## src/rtl/luss_pkg.sv

```systemverilog
// Shared types and constants of the LU linear system solver.
package luss_pkg;

    localparam int Q_W       = 32;
    localparam int MAX_ORDER = 8;

    localparam logic [1:0] CMD_MAT   = 2'd0;
    localparam logic [1:0] CMD_RHS   = 2'd1;
    localparam logic [1:0] CMD_SOLVE = 2'd2;

    localparam logic [1:0] STS_OK    = 2'd0;
    localparam logic [1:0] STS_PIVOT = 2'd1;
    localparam logic [1:0] STS_SAT   = 2'd2;

    typedef struct packed {
        logic clr;
        logic mul;
        logic acc;
        logic sub;
    } t_mac_ctl;

endpackage

```

## src/rtl/luss_mac.sv

```systemverilog
// Shared multiply-accumulate unit with saturating final subtract.
module luss_mac #(
    parameter int FRAC_BITS = 16
) (
    input  logic                             i_clk,
    input  luss_pkg::t_mac_ctl               i_ctl,
    input  logic signed [luss_pkg::Q_W-1:0]  i_a,
    input  logic signed [luss_pkg::Q_W-1:0]  i_b,
    input  logic signed [luss_pkg::Q_W-1:0]  i_tgt,
    output logic signed [luss_pkg::Q_W-1:0]  o_res,
    output logic                             o_sat
);
    import luss_pkg::*;

    localparam logic signed [2*Q_W:0] D_MAX = 65'sd2147483647;
    localparam logic signed [2*Q_W:0] D_MIN = -65'sd2147483648;

    logic signed [2*Q_W-1:0] r_prod;
    logic signed [2*Q_W-1:0] r_acc;
    logic signed [Q_W-1:0]   r_res;
    logic                    r_sat;
    logic signed [2*Q_W:0]   diff;

    assign diff = (2*Q_W+1)'(i_tgt) - (2*Q_W+1)'(r_acc);

    always_ff @(posedge i_clk) begin
        if (i_ctl.mul) begin
            r_prod <= (2*Q_W)'(i_a) * (2*Q_W)'(i_b);
        end
        if (i_ctl.clr) begin
            r_acc <= '0;
        end else if (i_ctl.acc) begin
            r_acc <= r_acc + (r_prod >>> FRAC_BITS);
        end
        if (i_ctl.sub) begin
            if (diff > D_MAX) begin
                r_res <= 32'sh7FFF_FFFF;
                r_sat <= 1'b1;
            end else if (diff < D_MIN) begin
                r_res <= 32'sh8000_0000;
                r_sat <= 1'b1;
            end else begin
                r_res <= Q_W'(diff);
                r_sat <= 1'b0;
            end
        end
    end

    assign o_res = r_res;
    assign o_sat = r_sat;

endmodule

```

## config.mk

```make
export PLATFORM = sky130hd
export DESIGN_NAME = luss_mac
export DESIGN_NICKNAME = d
export VERILOG_FILES = /design/src/rtl/luss_pkg.sv /design/src/rtl/luss_mac.sv
export SDC_FILE = /design/constraint.sdc
export NUM_CORES = 2
export LEC_CHECK = 0
export ABC_AREA = 1
export BUFFER_PORTS_ARGS = -buffer_cell sky130_fd_sc_hd__buf_2
export CORE_MARGIN = 2
export CORE_UTILIZATION = 30
export CTS_CLUSTER_DIAMETER = 150
export DETAILED_ROUTE_END_ITERATION = 10
export HOLD_SLACK_MARGIN = 0.12
export PLACE_DENSITY_LB_ADDON = 0.25
export SKIP_LAST_GASP = 1
export SYNTH_ARGS = -nofsm -noshare
export SYNTH_HDL_FRONTEND = slang
export SYNTH_SLANG_ARGS = --single-unit
```

## constraint.sdc

```tcl
create_clock -name i_clk -period 17.9 [get_ports i_clk]
set_input_delay 0.895 -clock i_clk [delete_from_list [all_inputs] [get_ports i_clk]]
set_output_delay 0.895 -clock i_clk [all_outputs]
set_load 0.05 [all_outputs]
```

==> results.ini <==
[synthesis]
ys.flop_type = edfxtp_1
yosys_register_bits = 145
syn_inst = 7101
yosysWarnings = 0
avgSynthCellArea_um2 = 7.40
synthTopCellsByArea = fa_1 (41%), inv_1 (15%), nand2_1 (13%)
yosysMostFrequentCell = inv_1
synth_top_area_frac = 0.413
synth-seq-area-share = 0.0707
yosysTopAreaCell = fa_1
syn_area_um2 = 52500
netlist-cell-type-count = 50
synthArstFlopShare = 0
synth_common_cells = inv_1 (2044), nand2_1 (1860), fa_1 (1083), nor2_1 (370), a21oi_1 (331)
synth_edf_count = 81
syn_nets = 8592

[placement]
portBuffers = 133
hpwl_um = 142000
dpl_worst_slack_ps = 8570
gp_congestion = 0.987

[drt]
drc_errors = 0
drtIter0Drc = 2478
dr.pass1.iters = 6
num_vias = 43211
viasPerCell = 4.59
wl_per_cell_um = 17.7
drtAntennaViolNets = 0
routed_wl_um = 167000

[sta]
tns_ps = 0
fmax_mhz = 114
setup_viol_count_final = 0
fin_crit_ps = 8780
min_period_over_period = 0.490
rsz0062_at_grt = false
fin_skew_ps = 14.7
setup_ws_ps = 9120
whs_ps = 511
relSlewSlack = 0.355
finalHoldViolCount = 0
slew_viol_final = 0
worstMarginPinSlew_ps = 967

[critical_path]
worstPathArrival_ps = 9000
path_class = primary input to flop
reg2reg_from = r_acc[38]
cp_max_fo = 32
reg2reg_slack_ps = 13830
end_kind = flop
reg2reg_to = o_res[27]
cp-start-kind = primary input
reg2regPathDepth = 17
worstPathRequired_ps = 18120

[clocking]
cts_setup_buffers = 0
insertion_delay_ps = 490
htreeDepth = 4
clockRootBuffer = clkbuf_16
post_cts_resized = 0
clockBufferDepth = 2
cts_buffers = 17
cts_num_sinks = 145
tritoncts = yes
clkTransAtPathRegs_ps = 60
cts-hold-fix-buffers = 0

[floorplanning]
std_cell_rows = 153
die_y_um = 422
die_w_um = 422
initial_utilization = 0.302
ios = 134
fp.coreArea_um2 = 174000
fp.dieArea_um2 = 178000

[hold_path]
hold_end = r_acc[63]
hp-class = flop to flop
min_delay_path_depth = 2
min_from = r_acc[63]

[global_routing]
grt_pass1_wl_um = 266000
grt_pass1_vias = 46632
grt_use_total = 0.191
grt_max_degree = 62
grt.overflow.total = 0
antenna_found_initial = 6

[cells_and_area]
drive_above_1_share = 0.0412
multi_input_area_um2 = 40200
register_area_um2 = 3710
nNetsFinal = 8567
syn_to_final_growth_pct = 6.84
num-fill-cells = 19012
antenna_cells = 0

[flow_run]
maxCapViolCount = 0

[run_status]
status = complete, no violations

==> stage by stage <==
stage               utilization  area (µm²)  std cells
global placement          0.320       55500       9382
finish                    0.323       56100       9414
global route              0.323       56100       9414
detailed placement        0.320       55500       9382
floorplan                     -       52500       7101
CTS                       0.323       56100       9414
==> flip-flops by register name (all words and copies together) (netlist names) <==
register and count:
o_res 32, r_prod 48, r_acc 64, o_sat 1
==> worst max-delay path by stage <==
stage / endpoint / cells past startpoint / from
after global placement: r_prod[61] / 25 / i_a[31]
after floorplan: r_prod[61] / 25 / i_a[31]
after global routing: r_prod[61] / 25 / i_a[31]
final: r_prod[61] / 25 / i_a[31]
after CTS: r_prod[61] / 25 / i_a[31]
after detailed placement: r_prod[61] / 25 / i_a[31]
==> critical path, cell delays in order <==
cell and delay (ps):
buf_2 520, nand2_1 180, inv_1 170, fa_1 450
fa_1 500, fa_1 930, inv_1 210, fa_1 880
inv_1 390, fa_1 560, fa_1 550, inv_1 50
fa_1 450, fa_1 510, inv_1 40, ha_1 390
nand2_1 130, nor2_1 140, inv_1 80, nor2_1 140
inv_1 90, nor4_1 270, nand3_1 110, o21ai_0 250
xor2_1 90
==> layout make-up <==
class,count,share of cell area
clock inverter,12,0.00241
clock buffer,20,0.00778
timing repair buffer,174,0.0173
inverter,2059,0.138
sequential,145,0.0662
tap,2325,0.0518
multi-input combinational,4679,0.717
==> cells in the final DEF (no fill, tap or decap), types with 41 or more instances in the layout <==
cell      count
nand2_1    1860
ha_1        307
dfxtp_1      64
inv_1      2044
a21oi_1     331
o21ai_0     169
buf_4        41
edfxtp_1     81
nand3_1     142
nor2_1      370
fa_1       1083
xor2_1       96
buf_2       133
==> kinds of logic (layout without fill, tap and decap cells) <==
kind of cell    after synthesis  count (layout)  share of synthesized area
compound gates              630             630                     0.0658
xor+xnor                    131             131                     0.0218
fa+ha+maj                  1390            1390                      0.486
buf+inv                    2277            2265                      0.164
flops                       145             145                     0.0707
simple gates               2528            2528                      0.192
==> metal layers <==
metal,wire length (µm),vias to the layer above,global-route usage
li1,-,20484,-
met1,75200,21442,0.258
met2,80100,1058,0.327
met3,7070,217,0.0166
met4,4640,10,0.0539
met5,57,-,0
Power is not shown: default switching activity piles up to over one toggle a cycle in this logic, so the estimate is an artifact.
