--- config.mk ---
export PLATFORM = sky130hd
export DESIGN_NAME = luss_div
export DESIGN_NICKNAME = d
export VERILOG_FILES = /design/src/rtl/luss_pkg.sv /design/src/rtl/luss_div.sv
export SDC_FILE = /design/constraint.sdc
export NUM_CORES = 1
export LEC_CHECK = 0
export ABC_AREA = 1
export BUFFER_PORTS_ARGS = -buffer_cell sky130_fd_sc_hd__buf_4
export CORE_MARGIN = 1
export CORE_UTILIZATION = 47
export DETAILED_ROUTE_END_ITERATION = 10
export GPL_ROUTABILITY_DRIVEN = 1
export GPL_TIMING_DRIVEN = 0
export PLACE_DENSITY = 0.66
export SYNTH_ARGS = -nofsm -noshare
export SYNTH_HDL_FRONTEND = slang
export SYNTH_SLANG_ARGS = --single-unit
--- constraint.sdc ---
create_clock -name i_clk -period 21.9 [get_ports i_clk]
set_clock_uncertainty 0.05 [all_clocks]
set_input_delay 4.38 -clock i_clk [delete_from_list [all_inputs] [get_ports i_clk]]
set_output_delay 4.38 -clock i_clk [all_outputs]
set_load 0.01 [all_outputs]
--- src/rtl/luss_pkg.sv ---
// Shared types and constants of the LU linear system solver.
package luss_pkg;

    localparam int Q_W       = 32;
    localparam int MAX_ORDER = 8;

    localparam logic [1:0] CMD_MAT   = 2'd0;
    localparam logic [1:0] CMD_RHS   = 2'd1;
    localparam logic [1:0] CMD_SOLVE = 2'd2;

    localparam logic [1:0] STS_OK    = 2'd0;
    localparam logic [1:0] STS_PIVOT = 2'd1;
    localparam logic [1:0] STS_SAT   = 2'd2;

    typedef struct packed {
        logic clr;
        logic mul;
        logic acc;
        logic sub;
    } t_mac_ctl;

endpackage

--- src/rtl/luss_div.sv ---
// Bit-serial signed fixed-point divider, truncating quotient with saturation.
module luss_div #(
    parameter int FRAC_BITS = 16
) (
    input  logic                             i_clk,
    input  logic                             i_rst_n,
    input  logic                             i_start,
    input  logic signed [luss_pkg::Q_W-1:0]  i_num,
    input  logic signed [luss_pkg::Q_W-1:0]  i_den,
    output logic                             o_done,
    output logic signed [luss_pkg::Q_W-1:0]  o_quot,
    output logic                             o_sat
);
    import luss_pkg::*;

    localparam int NW = Q_W + FRAC_BITS;
    localparam int CNW = $clog2(NW + 1);

    typedef enum logic [1:0] { DS_IDLE, DS_RUN, DS_FIN } t_dstate;

    t_dstate            r_state;
    logic [NW-1:0]      r_dvd;
    logic [NW-1:0]      r_q;
    logic [Q_W:0]       r_rem;
    logic [Q_W-1:0]     r_dmag;
    logic               r_neg;
    logic [CNW-1:0]     r_cnt;
    logic               r_done;
    logic [Q_W-1:0]     r_quot;
    logic               r_sat;

    logic [Q_W:0]       rem_sh;
    logic               q_bit;
    logic [Q_W-1:0]     num_mag;
    logic [Q_W-1:0]     den_mag;

    assign num_mag = i_num[Q_W-1] ? Q_W'(-i_num) : Q_W'(i_num);
    assign den_mag = i_den[Q_W-1] ? Q_W'(-i_den) : Q_W'(i_den);
    assign rem_sh  = {r_rem[Q_W-1:0], r_dvd[NW-1]};
    assign q_bit   = (rem_sh >= {1'b0, r_dmag});

    always_ff @(posedge i_clk) begin
        if (!i_rst_n) begin
            r_state <= DS_IDLE;
            r_done  <= 1'b0;
        end else begin
            r_done <= (r_state == DS_FIN);
            case (r_state)
                DS_IDLE: begin
                    if (i_start) begin
                        r_dvd   <= {num_mag, {FRAC_BITS{1'b0}}};
                        r_dmag  <= den_mag;
                        r_neg   <= i_num[Q_W-1] ^ i_den[Q_W-1];
                        r_rem   <= '0;
                        r_q     <= '0;
                        r_cnt   <= CNW'(NW);
                        r_state <= DS_RUN;
                    end
                end
                DS_RUN: begin
                    r_rem <= q_bit ? (rem_sh - {1'b0, r_dmag}) : rem_sh;
                    r_dvd <= r_dvd << 1;
                    r_q   <= {r_q[NW-2:0], q_bit};
                    r_cnt <= r_cnt - 1'b1;
                    if (r_cnt == CNW'(1)) begin
                        r_state <= DS_FIN;
                    end
                end
                DS_FIN: begin
                    if (!r_neg && r_q > NW'(64'h7FFF_FFFF)) begin
                        r_quot <= 32'h7FFF_FFFF;
                        r_sat  <= 1'b1;
                    end else if (r_neg && r_q > NW'(64'h8000_0000)) begin
                        r_quot <= 32'h8000_0000;
                        r_sat  <= 1'b1;
                    end else begin
                        r_quot <= r_neg ? Q_W'(-r_q) : Q_W'(r_q);
                        r_sat  <= 1'b0;
                    end
                    r_state <= DS_IDLE;
                end
                default: r_state <= DS_IDLE;
            endcase
        end
    end

    assign o_done = r_done;
    assign o_quot = r_quot;
    assign o_sat  = r_sat;

endmodule

==> metrics.txt <==
status complete, no violations; drt pass-1 iters 5; # setup viols final 0; critical path class input port to flip-flop; initial antenna violation count 0; final total power 0.992 mW; crit path launch type input port; syn nets 1,863; Root Driver clkbuf_16; Via density 4.90; Netlist cell types 40; CTS clk-pin slew, worst paths ~0.090 ns; Ys Warns 0; RR Endpoint r_rem[31]$_SDFFCE_PN0P_; CTS resizes 0; Worst VDD drop 0.0390 mV; WP data required 22.03 ns; Die Y between 150 and 200 um; CTS tree built; Slew headroom 38.9%; Clock Sinks about 190; total negative setup slack 0 ns; WL/cell 14.1 um; Max Buffers Root-to-Sink 2; most common cell after layout, fill and taps aside nand2_1; largest net degree at the start of global routing 35; sequential area share after synthesis 43.4%; Worst Tran Pin Value 0.914 ns; Die W roughly 170 um; Fillers 2,606; hold depth 2; routed vias 10,941; CTS Buf Count 17; Max-Cap Viols 0; Cells after Synth 1,758; Worst EP arrival ~6 ns; port bufs 100; Cell Area, Synth 12,900 um2; commonest cells after routing, fill and taps aside nand2_1, inv_1, nor2_1, edfxtp_1, nand3_1; Hold Path Sink r_dvd[27]$_DFFE_PP_; PD cells 67.1 nW/um2; Post-CTS Setup Bufs 0; Peak Freq ~170 MHz; global route overflow 0; max-slew violations 0; CP endpoint kind flip-flop; final hold vios 0; unrepaired setup endpoints after global routing no; IO Pins 101; Final ANT Viol Nets 0; Initial Util between 40% and 50%; CTS Hold Bufs 0; syn_area_per_cell 7.32 um2; CTS H-Tree Depth 4; largest area contributor in the synthesized netlist edfxtp_1; global-route wire length before repair just over 50 mm; clock latency on the worst-skew pair ~0.45 ns; worst reg2reg path depth 7; Synth area leaders edfxtp_1, nand2_1, inv_1, nor2_1, nand3_1; number of global-route vias before repair 10,336; antenna fix cells 0; DRC 0; share of layout cells above drive strength 1 11.3%; synth-to-layout area growth 14.9%; full die area 28,000 um2; fin crit share roughly 27%; Reg-to-Reg Start r_state[0]$_SDFFE_PN0P_; fin nets 1,986; Hold Path Class flip-flop to flip-flop; Critical Path Start i_den[0]; #FFs+latches synth 187; drt initial violations about 810; post-synth top area share 42.9%; Crit Path Max Fanout 5; final wirelength 31.4 mm; min Tclk post-route 5.89 ns; R2R Setup Slk 19.05 ns; core area around 27,000 um2; GPL Wtd Cong 0.926; FF+latch area 5590 um2; footprint of the multi-input gates 5920 um2; Hold Startpoint r_dvd[26]$_DFFE_PP_; Leak 7.10 nW; hpwl dp between 20 and 25 mm; # rows 60; Total GRT Usage between 20 and 25%
[state kept, by name (all words and copies together), names as in the netlist]
signal and flops:
o_done 1, r_dvd 32, r_state 2, r_rem 32, o_quot 32, o_sat 1, r_neg 1, r_dmag 32
r_q 48, r_cnt 6
[area by class of cell]
| class | instances | area share (%) |
|---|---|---|
| repair buffers | 104 | 5.72 |
| flip-flops and latches | 187 | 37.8 |
| multi-input cells | 1217 | 40.0 |
| clock buffers | 17 | 2.88 |
| clock inverters | 15 | 1.29 |
| inverters | 314 | 7.97 |
| plain buffers | 40 | 1.44 |
| well taps | 341 | 2.89 |
[cells by family after synthesis]
kind of cell    share of synthesized area, %
simple gates                            32.9
fa+ha+maj                               3.75
xor+xnor                                4.90
buf+inv                                 10.8
compound gates                          4.25
flops                                   43.4
[worst max-delay path by stage]
stage,to,slack [ns],cells past startpoint
after floorplan,r_cnt[0]$_SDFFCE_PN0P_,11.06,2
after global placement,r_rem[7]$_SDFFCE_PN0P_,8.41,3
after detailed placement,r_dmag[26]$_DFFE_PP_,15.57,10
after CTS,r_dmag[26]$_DFFE_PP_,16.03,10
after global routing,r_dmag[26]$_DFFE_PP_,15.81,10
final,r_dmag[26]$_DFFE_PP_,16.01,10
[through the flow]
stage                     utilization [%]  std cells  setup WS [ns]  instance area, um2  hold slack, ns
after global placement               52.3       2199           8.41               14000           0.426
after global routing                 55.0       2235          15.81               14800           0.511
final                                55.0       2235          16.01               14800           0.478
after detailed placement             52.7       2203          15.57               14200           0.458
after floorplan                         -       1758          11.06               12900           0.376
after CTS                            55.0       2235          16.03               14800           0.479
[layer usage]
metal,GRT usage [%],share of wire [%]
met5,0,0
met4,7.54,1.9
met3,2.69,3.6
met2,38.8,47
met1,31.2,48
[critical path: stages]
cell     delay [ns]
buf_4          0.12
inv_1          0.07
ha_1           0.19
nand4_1        0.17
nor2_1         0.29
nand3_1        0.18
o21ai_2        0.21
nand2_1        0.15
o21ai_0        0.17
nand2_1        0.09
[report_power, final]
part	internal, mW	switching [mW]
Sequential	0.427	0.0115
Combinational	0.0797	0.153
Clock	0.157	0.164
Total	0.664	0.329
[synthesized netlist by cell type (all sizes together)]
library cell  number
edfxtp           184
inv              312
o21ai             56
nand4             23
dfxtp              3
clkinv             2
xnor2              7
clkbuf            19
a31oi              5
nor2             271
nor3              17
nand2            548
buf               21
o31ai              5
xor2              65
a21oi             29
ha                37
nor4               3
nand3b             6
fa                 1
o211ai             4
o21bai             1
nand3            120
and2              10
or2                9
No activity file was read; power rests on OpenSTA's default activity.
